==> config.mk <==
export PLATFORM = sky130hd
export DESIGN_NAME = edgp_row_ram
export DESIGN_NICKNAME = d
export VERILOG_FILES = /design/src/rtl/edgp_row_ram.sv
export SDC_FILE = /design/constraint.sdc
export NUM_CORES = 2
export LEC_CHECK = 0
export ABC_AREA = 1
export ABC_CLOCK_PERIOD_IN_PS = 4600
export BUFFER_PORTS_ARGS = -buffer_cell sky130_fd_sc_hd__clkbuf_2
export CAP_MARGIN = 20
export CORE_MARGIN = 1
export CORE_UTILIZATION = 54
export CTS_CLUSTER_DIAMETER = 200
export DETAILED_ROUTE_END_ITERATION = 6
export PLACE_DENSITY_LB_ADDON = 0.05
export SYNTH_ARGS = -nofsm -noshare
export SYNTH_HDL_FRONTEND = slang
export SYNTH_SLANG_ARGS = --single-unit
==> constraint.sdc <==
create_clock -name clk -period 4.6 [get_ports clk]
set_clock_uncertainty 0.05 [all_clocks]
set_input_delay 0.92 -clock clk [delete_from_list [all_inputs] [get_ports clk]]
set_output_delay 0.92 -clock clk [all_outputs]
set_load 0.03 [all_outputs]
==> src/rtl/edgp_row_ram.sv <==
`timescale 1ns / 1ps

module edgp_row_ram #(
  parameter int GRID_SIZE = 64,
  localparam int CW = $clog2(GRID_SIZE)
) (
  input  logic                 clk,
  input  logic                 rst,
  input  logic                 wr_en,
  input  logic [CW-1:0]        wr_addr,
  input  logic [GRID_SIZE-1:0] wr_data,
  input  logic                 rd_en,
  input  logic [CW-1:0]        rd_addr,
  output logic [GRID_SIZE-1:0] rd_data
);

  logic [GRID_SIZE-1:0] mem [GRID_SIZE];
  // rows never written since reset read as zero
  logic [GRID_SIZE-1:0] row_valid;

  always_ff @(posedge clk) begin
    if (wr_en) begin
      mem[wr_addr] <= wr_data;
    end
  end

  always_ff @(posedge clk) begin
    if (rst) begin
      row_valid <= '0;
    end else if (wr_en) begin
      row_valid[wr_addr] <= 1'b1;
    end
  end

  // read-before-write on a same-address collision
  always_ff @(posedge clk) begin
    if (rd_en) begin
      rd_data <= row_valid[rd_addr] ? mem[rd_addr] : '0;
    end
  end

endmodule

==> out/results.ini <==
[status]
status = finished clean

[critical_path]
cp-startpoint = rd_data[22]
cp_max_fo = 1
critPathMaxStageDelay_ns = 0.70
start_kind = register
required_ns = 3.63
critPathCapture = rd_data[22]
crit_path_cell_trace = clkbuf_2
r2r_cells = 11
crit_arrival_ns = 1.99
critPathTopFamily = flip-flops
worstSetupPathType = register to output pin
r2r_setup_slack_ns = 2.50
path_buf_inv = 1
crit-reg2reg-launch = row_valid[2]
cp-end-kind = output pin
slowest_stage = edfxtp_1
path_depth = 1
rr_endpoint = rd_data[14]

[timing]
setup_violations = 0
max_freq_ghz = 0.338
grt_setup_unrepaired = false
layout_min_cycle_time_ns = 2.96
setup_slack_ns = 1.64
slew_violations = 0
tightest_slew_ns = 1.33
finalHoldViolations = 0
max-slew-margin-rel = 0.112
min_period_over_period = 0.643

[logic_synthesis]
synth_top_area_share = 0.742
yosysTopAreaCell = edfxtp_1
synth-seq-area-share = 0.749
synth.area.top_cells = edfxtp_1 74%, nand3_1 12%, nand2_1 10%, buf_2 1.7%, dfxtp_1 0.76%
synth_warnings = 0
synth_area_mm2 = 0.168
ys_types = 15
syn_area_per_cell_um2 = 12.1
syn_inst = 13900
ys_seq_elements = 4224
syn_nets = 14000

[clock_tree]
htreeDepth = 5
holdBufCountCts = 0
cts_tree = done
post_cts_resize_count = 0
cts-buffers-inserted = 425
postCtsSetupRepairBufs = 0
cts_sinks = 4224
clock_path_buffers = 4
clk_pin_slew_worst_paths_ns = 0.06
clock_latency_ns = 0.98
clockRootBuffer = clkbuf_16

[cells_and_area]
layout_common_cells = 4,550 x nand2_1, 4,160 x edfxtp_1, 3,900 x nand3_1, 437 x clkbuf_16, 249 x buf_12
utilization = 0.614
final_area_mm2 = 0.190
area_delta_synth_final_pct = 12.8
seqCellArea_mm2 = 0.126
fin_nets = 14000
layout_commonest_cell = nand2_1
multiInputGateArea_mm2 = 0.0379
post_route_cells_drive_above_1_share = 0.0817
fillers = 24000
layout.cells.non_filler = 18400

[power]
swShare = 0.224
p_int_uw = 63300
clock_power_share = 0.416
p_per_area_mw_per_mm2 = 429
p_comb_frac = 0.061
p_switching_uw = 18300
p_total_uw = 81600
p_leak_uw = 0.0673
irDropWorstVdd_uv = 342
seq_power_share = 0.523

[floorplan]
pin_count = 144
coreArea_mm2 = 0.310
die_w_um = 560
die_y_um = 560
placementRows = 204
start_util = 0.544
die_area_mm2 = 0.314

[placed_design]
portBuffers = 143
dpl_cell_area_mm2 = 0.175
pre_cts_slack_ns = 0.809
place_hpwl_mm = 265
place_congestion = 0.816
dpl.cell_count = 17600

[global_routing]
grt_pass1_wl_mm = 780
grt_usage = 0.347
grt_start_max_net_pins = 179
grt_pass1_vias = 108000
grt_overflow = 0
antenna_found_initial = 23

[route]
drtAntennaViolNets = 0
drtIter0Drc = 15000
drc = 0
dr.pass1.iters = 6
dr_total_vias = 114000
drt-wirelength-per-cell_um = 29.9
viasPerCell = 6.20
wl_mm = 550

[flow_run]
drv_cap = 0

[hold_path]
hold_path_class = primary input to register

## layout make-up
type / count / area share
well taps: 4120 / 0.0271
repair buffers: 523 / 0.0359
clock buffers: 552 / 0.0603
diodes: 14 / 0.000184
multi-input cells: 8667 / 0.200
inverters: 100 / 0.00219
flip-flops and latches: 4224 / 0.664
clock inverters: 223 / 0.0107
## how the worst min path moves through the flow
stage	startpoint	end	cells after the start
floorplan	row_valid[11]	row_valid[11]	2
global placement	row_valid[0]	row_valid[0]	2
detailed placement	row_valid[23]	row_valid[23]	2
CTS	wr_data[6]	mem[44][6]	1
global route	wr_data[26]	mem[60][26]	1
finish	wr_data[30]	mem[3][30]	1
## metrics by stage
step           hold slack, ns  setup TNS, ns
2_1_floorplan           0.390        -128.34
3_3_place_gp            0.401              0
6_report                0.185              0
5_1_grt                 0.163              0
4_1_cts                 0.369              0
3_5_place_dp            0.409              0
## state kept, by name, summed over array words and instances (netlist names)
signal,cells
rd_data,64
row_valid,64
mem,4096
## cell usage after synthesis
| master | instances |
|---|---|
| nand2_1 | 4550 |
| edfxtp_1 | 4160 |
| nand3_1 | 3900 |
| buf_2 | 571 |
| nor2_1 | 202 |
| clkbuf_1 | 195 |
| buf_1 | 102 |
| inv_1 | 94 |
| dfxtp_1 | 64 |
| buf_4 | 39 |
| nor3_1 | 14 |
| buf_6 | 12 |
| inv_2 | 5 |
| clkinv_1 | 1 |
| nand2_2 | 1 |
## power by group through the flow
stage	sequential [uW]	combinational, uW	clock [uW]
3_3_place_gp	43500	4670	0
6_report	42700	4940	34000
2_1_floorplan	43600	2630	0
3_5_place_dp	43500	4740	0
5_1_grt	42700	5310	35700
4_1_cts	42700	4750	34200
## cell families after synthesis
kind of cell,count (synthesis),synth area share
DFF,4224,0.749
and+or+nand+nor,8667,0.222
buffers and inverters,1019,0.0284
## layer usage
layer,vias up,part of all wire,GRT usage
met2,6470,0.47,0.562
met5,-,0.00023,0
met4,18,0.046,0.143
met1,57100,0.38,0.469
met3,1128,0.099,0.0569
li1,49500,-,-
Power figures use the tool's default switching activity.
