[config.mk]
export PLATFORM = sky130hd
export DESIGN_NAME = edgp_move_ctrl
export DESIGN_NICKNAME = d
export VERILOG_FILES = /design/src/rtl/edgp_pkg.sv /design/src/rtl/edgp_move_ctrl.sv
export SDC_FILE = /design/constraint.sdc
export NUM_CORES = 1
export LEC_CHECK = 0
export BUFFER_PORTS_ARGS = -buffer_cell sky130_fd_sc_hd__clkbuf_2
export CELL_PAD_IN_SITES_DETAIL_PLACEMENT = 0
export CELL_PAD_IN_SITES_GLOBAL_PLACEMENT = 2
export CORE_UTILIZATION = 30
export DETAILED_ROUTE_END_ITERATION = 12
export HOLD_SLACK_MARGIN = 0.06
export PLACE_DENSITY_LB_ADDON = 0.2
export SLEW_MARGIN = 15
export SYNTH_ARGS = -nofsm -noshare
export SYNTH_HDL_FRONTEND = slang
export SYNTH_SLANG_ARGS = --single-unit
[constraint.sdc]
create_clock -name clk -period 7 [get_ports clk]
set_clock_uncertainty 0.05 [all_clocks]
set_input_delay 0.7 -clock clk [delete_from_list [all_inputs] [get_ports clk]]
set_output_delay 0.7 -clock clk [all_outputs]
set_load 0.02 [all_outputs]
[src/rtl/edgp_pkg.sv]
`timescale 1ns / 1ps

package edgp_pkg;

  typedef enum logic [1:0] {
    ST_IDLE,
    ST_READ,
    ST_MOVE
  } state_t;

  localparam logic KIND_MOVE = 1'b0;
  localparam logic KIND_READ = 1'b1;

  localparam logic REG_START_X = 1'b0;
  localparam logic REG_START_Y = 1'b1;

  localparam logic [5:0] START_RESET = 6'd31;

  // keypad direction codes
  localparam logic [3:0] DIR_DOWN_LEFT  = 4'd1;
  localparam logic [3:0] DIR_DOWN       = 4'd2;
  localparam logic [3:0] DIR_DOWN_RIGHT = 4'd3;
  localparam logic [3:0] DIR_LEFT       = 4'd4;
  localparam logic [3:0] DIR_RIGHT      = 4'd6;
  localparam logic [3:0] DIR_UP_LEFT    = 4'd7;
  localparam logic [3:0] DIR_UP         = 4'd8;
  localparam logic [3:0] DIR_UP_RIGHT   = 4'd9;

  typedef struct packed {
    logic valid;
    logic x_dec;
    logic x_inc;
    logic y_dec;
    logic y_inc;
  } dir_t;

  // pen home update from the register port
  typedef struct packed {
    logic       set_x;
    logic       set_y;
    logic [5:0] value;
  } pen_cfg_t;

  function automatic dir_t decode_dir(input logic [3:0] code);
    dir_t d;
    d = '0;
    case (code)
      DIR_UP:         begin d.valid = 1'b1; d.y_dec = 1'b1; end
      DIR_DOWN:       begin d.valid = 1'b1; d.y_inc = 1'b1; end
      DIR_RIGHT:      begin d.valid = 1'b1; d.x_inc = 1'b1; end
      DIR_LEFT:       begin d.valid = 1'b1; d.x_dec = 1'b1; end
      DIR_UP_LEFT:    begin d.valid = 1'b1; d.x_dec = 1'b1; d.y_dec = 1'b1; end
      DIR_UP_RIGHT:   begin d.valid = 1'b1; d.x_inc = 1'b1; d.y_dec = 1'b1; end
      DIR_DOWN_LEFT:  begin d.valid = 1'b1; d.x_dec = 1'b1; d.y_inc = 1'b1; end
      DIR_DOWN_RIGHT: begin d.valid = 1'b1; d.x_inc = 1'b1; d.y_inc = 1'b1; end
      default:        d = '0;
    endcase
    return d;
  endfunction

endpackage

[src/rtl/edgp_move_ctrl.sv]
`timescale 1ns / 1ps

module edgp_move_ctrl #(
  parameter int GRID_SIZE = 64,
  localparam int CW = $clog2(GRID_SIZE)
) (
  input  logic                 clk,
  input  logic                 rst,
  input  logic                 start,
  input  logic                 kind,
  input  logic [3:0]           direction,
  input  logic [7:0]           length,
  input  logic                 pen,
  input  logic [5:0]           read_row,
  output logic                 busy,
  input  edgp_pkg::pen_cfg_t   cfg,
  output logic                 rd_en,
  output logic [CW-1:0]        rd_addr,
  input  logic [GRID_SIZE-1:0] rd_data,
  output logic                 wr_en,
  output logic [CW-1:0]        wr_addr,
  output logic [GRID_SIZE-1:0] wr_data,
  output logic                 done,
  output logic [63:0]          row_bits,
  output logic [5:0]           pos_x,
  output logic [5:0]           pos_y
);

  import edgp_pkg::*;

  localparam logic [CW-1:0] LAST   = CW'(GRID_SIZE - 1);
  localparam logic [5:0]    LAST6  = 6'(GRID_SIZE - 1);
  localparam logic [5:0]    HOME6  = (START_RESET > LAST6) ? LAST6 : START_RESET;
  localparam logic [CW-1:0] HOME   = HOME6[CW-1:0];
  localparam logic [6:0]    ROWS7  = 7'(GRID_SIZE);

  state_t state, state_next;

  logic [CW-1:0]        pen_x, pen_y;
  logic [7:0]           cnt;
  logic                 pen_q;
  dir_t                 dir_q;
  logic                 read_ok;
  logic                 fwd_valid;
  logic [CW-1:0]        fwd_addr;
  logic [GRID_SIZE-1:0] fwd_data;

  logic                 accept, go_move, go_read, noop;
  dir_t                 dir_in;
  logic                 ok_x, ok_y, step_ok, move_more;
  logic [CW-1:0]        nx, ny;
  logic [GRID_SIZE-1:0] cur_row, cell_mask;
  logic [5:0]           cfg_cell;

  assign accept  = start && (state == ST_IDLE);
  assign dir_in  = decode_dir(direction);
  assign go_move = accept && (kind == KIND_MOVE) && dir_in.valid && (length != 8'd0);
  assign go_read = accept && (kind == KIND_READ);
  assign noop    = accept && !go_move && !go_read;

  // one step along each axis, blocked at the grid edge
  assign ok_x = !(dir_q.x_dec && pen_x == '0) && !(dir_q.x_inc && pen_x == LAST);
  assign ok_y = !(dir_q.y_dec && pen_y == '0) && !(dir_q.y_inc && pen_y == LAST);
  assign nx   = dir_q.x_dec ? pen_x - 1'b1 : (dir_q.x_inc ? pen_x + 1'b1 : pen_x);
  assign ny   = dir_q.y_dec ? pen_y - 1'b1 : (dir_q.y_inc ? pen_y + 1'b1 : pen_y);
  assign step_ok   = ok_x && ok_y;
  assign move_more = step_ok && (cnt != 8'd1);

  // a horizontal run rereads the row written in the cycle before
  assign cur_row   = (fwd_valid && fwd_addr == pen_y) ? fwd_data : rd_data;
  assign cell_mask = GRID_SIZE'(1) << pen_x;
  assign wr_data   = pen_q ? (cur_row | cell_mask) : (cur_row & ~cell_mask);
  assign wr_addr   = pen_y;

  assign cfg_cell = (cfg.value > LAST6) ? LAST6 : cfg.value;

  always_comb begin
    state_next = state;
    case (state)
      ST_IDLE: begin
        if (go_move) begin
          state_next = ST_MOVE;
        end else if (go_read) begin
          state_next = ST_READ;
        end
      end
      ST_READ: state_next = ST_IDLE;
      ST_MOVE: state_next = move_more ? ST_MOVE : ST_IDLE;
      default: state_next = ST_IDLE;
    endcase
  end

  always_comb begin
    busy    = 1'b1;
    rd_en   = 1'b0;
    rd_addr = pen_y;
    wr_en   = 1'b0;
    case (state)
      ST_IDLE: begin
        busy    = 1'b0;
        rd_en   = go_move || go_read;
        rd_addr = go_read ? read_row[CW-1:0] : pen_y;
      end
      ST_READ: busy = 1'b1;
      ST_MOVE: begin
        wr_en   = 1'b1;
        rd_en   = move_more;
        rd_addr = ny;
      end
      default: busy = 1'b1;
    endcase
  end

  always_ff @(posedge clk) begin
    if (rst) begin
      state     <= ST_IDLE;
      done      <= 1'b0;
      fwd_valid <= 1'b0;
      pen_x     <= HOME;
      pen_y     <= HOME;
    end else begin
      state     <= state_next;
      done      <= noop || (state == ST_READ) || ((state == ST_MOVE) && !move_more);
      fwd_valid <= wr_en;
      if (cfg.set_x) begin
        pen_x <= cfg_cell[CW-1:0];
      end
      if (cfg.set_y) begin
        pen_y <= cfg_cell[CW-1:0];
      end
      if (state == ST_MOVE) begin
        if (step_ok) begin
          pen_x <= nx;
          pen_y <= ny;
        end
      end
    end
  end

  always_ff @(posedge clk) begin
    fwd_addr <= pen_y;
    fwd_data <= wr_data;
    if (accept) begin
      pen_q   <= pen;
      dir_q   <= dir_in;
      cnt     <= length;
      read_ok <= {1'b0, read_row} < ROWS7;
    end
    if (noop) begin
      row_bits <= '0;
      pos_x    <= 6'(pen_x);
      pos_y    <= 6'(pen_y);
    end
    if (state == ST_READ) begin
      row_bits <= read_ok ? 64'(rd_data) : '0;
      pos_x    <= 6'(pen_x);
      pos_y    <= 6'(pen_y);
    end
    if (state == ST_MOVE) begin
      cnt      <= cnt - 8'd1;
      row_bits <= '0;
      pos_x    <= step_ok ? 6'(nx) : 6'(pen_x);
      pos_y    <= step_ok ? 6'(ny) : 6'(pen_y);
    end
  end

endmodule

==> results by group <==
Status
  • Status: finished clean

Timing
  • Final Hold Vio Count: 0
  • Worst hold slack: 417 ps
  • Final setup violating endpoints: 0
  • Final slew viol count: 0
  • Worst Tran Pin Value: 894 ps
  • Achievable frequency: 0.233 GHz
  • Tmin final: 4290 ps
  • Fin worst setup slack: 2710 ps
  • Period utilisation layout: 61.3%
  • Worst slew margin: 40.3%
  • Setup TNS Final: 0 ps
  • Unrepaired setup endpoints after global routing: no

Routing
  • First-pass DRT Iterations: 4
  • Vias/cell: 4.82
  • Wire per inst: 18.2 um
  • Detail Route Antenna Nets: 0
  • Routed WL: 25,200 um
  • Vias: 6,682
  • Iter 0 DRT Violations: 350
  • Drt drc: 0

Synth
  • Ys Warns: 0
  • Synth unique cells: 61
  • Cells after Synth: 828
  • EDFF count, synth: 25
  • FFs w/ async S/R, synth: 0%
  • Syn_area_per_cell: 9.50 um^2
  • Number of synthesized register bits: 175
  • Synth Flop Type: dfxtp_1
  • Largest cells by area after synthesis: dfxtp_1 (38%), edfxtp_1 (9.5%), a22o_1 (6.8%)
  • Leading area contributor after synthesis: dfxtp_1
  • Post-synth top area share: 38.2%
  • Post-Synthesis Cell Area: 0.00787 mm^2
  • Syn_nets: 935
  • Sequential fraction of the synthesis area: 47.7%

Placed design
  • Placed insts: 1,354
  • Final RePlAce weighted congestion: 0.769
  • Port-buffer cells: 250
  • Post-detailed-placement half-perimeter wirelength: 18,500 um
  • Pre-CTS setup slack: 3130 ps

Layout
  • Sequential Area: 0.00375 mm^2
  • Layout cells sized above 1: 31.1%
  • Area of the multi-input gates: 0.00378 mm^2
  • Filler cells: 2,683
  • Nets@finish: 1,150
  • Post-Layout Cell Count: 1,386
  • # diodes: 0
  • Area delta synth->final: 25.7%

Floorplan
  • Die Wd: 164 um
  • Core area: 0.0255 mm^2
  • Die footprint: 0.0269 mm^2
  • I/O pin count: 251
  • FP Rows: 58
  • Chip Height: 164 um
  • Starting Density: 30.9%

Global route
  • Total global routing overflow: 0
  • Global-route wire length before repair: 38,200 um
  • GRT Util Overall: 18.7%
  • Vias in the first global route: 6,482
  • Antenna violations before repair: 0
  • Pin count of the biggest net entering global routing: 65

Flow run
  • Maxcap violations: 0

Setup path
  • Crit path max fanout: 34
  • CP startpoint kind: flip-flop
  • WP data required: 6250 ps
  • Critical Path AT: 3540 ps
  • Worst setup EP type: output port
  • Setup CP Type: flip-flop to output port

Power
  • Peak VDD IR: 0.000133 V
  • PwrDens: 271 mW/mm^2
  • Leak: 4.26 nW
  • Total Power: 2.68 mW

CTS
  • Post-CTS setup buffers: 0
  • H-tree depth: 4
  • CTS clk-pin slew, worst paths: 80 ps
  • TritonCTS clock tree: done
  • CTS buffer count: 17
  • Post-cts resize count: 0
  • Worst-Skew Late Latency: 430 ps
  • Clock tree buffer depth: 2
  • Post-CTS Hold Fix Bufs: 0
  • Clk root buf: clkbuf_16
  • CTS sink count: 175

Min path
  • Min-delay worst type: primary input to flip-flop
==> layout by cell type, fill, tap and decap left out, types with 9 or more instances in the layout <==
cell type | synthesis | layout
clkbuf_2 | 0 | 250
dfxtp_1 | 150 | 149
nand2_1 | 79 | 79
nor2_1 | 79 | 79
a22o_1 | 61 | 61
a21oi_1 | 60 | 60
mux2i_1 | 53 | 53
nand3_1 | 30 | 30
mux2_2 | 29 | 29
edfxtp_1 | 25 | 25
inv_1 | 19 | 19
o21ai_0 | 18 | 18
nor3_1 | 18 | 18
clkbuf_16 | 0 | 17
ha_1 | 12 | 12
xnor2_1 | 11 | 11
nand2b_1 | 10 | 10
and3_1 | 11 | 10
nor2b_1 | 11 | 10
o21ai_1 | 9 | 9
xor2_1 | 9 | 9
==> Yosys cell counts, drive strengths merged, types with 10 or more instances <==
cell and number:
dfxtp 150, mux2 29, xnor2 11, nor3 18, o21ai 27, nand3 30, a22o 61, mux2i 53
clkbuf 41, inv 19, buf 19, ha 12, nor2 79, nand2 79, and3 11, a21oi 60
nand2b 10, nor2b 11, edfxtp 25
==> cells by family after synthesis <==
logic type | count (synthesis) | share of synthesized area (%)
AOI/OAI and AO/OA | 180 | 15.7
xor gates and xnor gates | 20 | 2.23
adders and majority gates | 12 | 1.91
buffers and inverters | 79 | 4.36
DFF | 175 | 47.7
muxes | 82 | 10.9
and+or+nand+nor | 280 | 17.2
==> worst paths after layout <==
| check | startpoint | to | slack, ps | cells after the start |
|---|---|---|---|---|
| max | wr_addr[3] | wr_data[17] | 2710 | 8 |
| min | pen | pen_q | 420 | 1 |
| max reg2reg | wr_addr[3] | fwd_data[16] | 3880 | 7 |
| min reg2reg | row_bits[2] | row_bits[2] | 420 | 2 |
==> through the flow <==
step | util (%) | cell area, um^2
global placement | 36.6 | 9320
floorplan | - | 7870
finish | 38.8 | 9890
detailed placement | 36.6 | 9320
global route | 38.8 | 9890
CTS | 38.8 | 9890
==> routing by layer <==
metal	track usage, %	share of wire (%)
met2	32.8	50
met1	23.7	45
met3	3.71	4.9
met4	3.91	0.62
met5	0	0
==> state kept, by name, indices dropped and copies added (netlist names), 4 cells and up <==
| signal | flops |
|---|---|
| row_bits | 64 |
| pos_x | 6 |
| fwd_addr | 6 |
| dir_q | 4 |
| fwd_data | 64 |
| wr_addr | 6 |
| pos_y | 6 |
| pen_x | 6 |
| cnt | 8 |
==> final cells by class <==
cell class,instances,area share [%]
repair buffers,256,13.1
well taps,330,4.17
clock inverters,15,1.49
inverters,19,0.721
multi-input cells,574,38.2
flip-flops and latches,175,38.0
clock buffers,17,4.30
==> critical path, stage by stage, from the launching register on <==
cell and delay [ps]:
dfxtp_1 640, xnor2_1 180, nand4_1 170, nor4_4 160, buf_4 490, buf_4 590, mux2_2 390, mux2_2 270
clkbuf_2 160
==> report_power, final <==
group          internal (mW)  total (mW)  leakage [nW]  switching [mW]
Combinational          0.199       0.536          2.49           0.337
Clock                  0.474       0.935         0.284           0.461
Sequential              1.13        1.21          1.49          0.0768
Note: power is estimated with default switching activity, not from simulation.
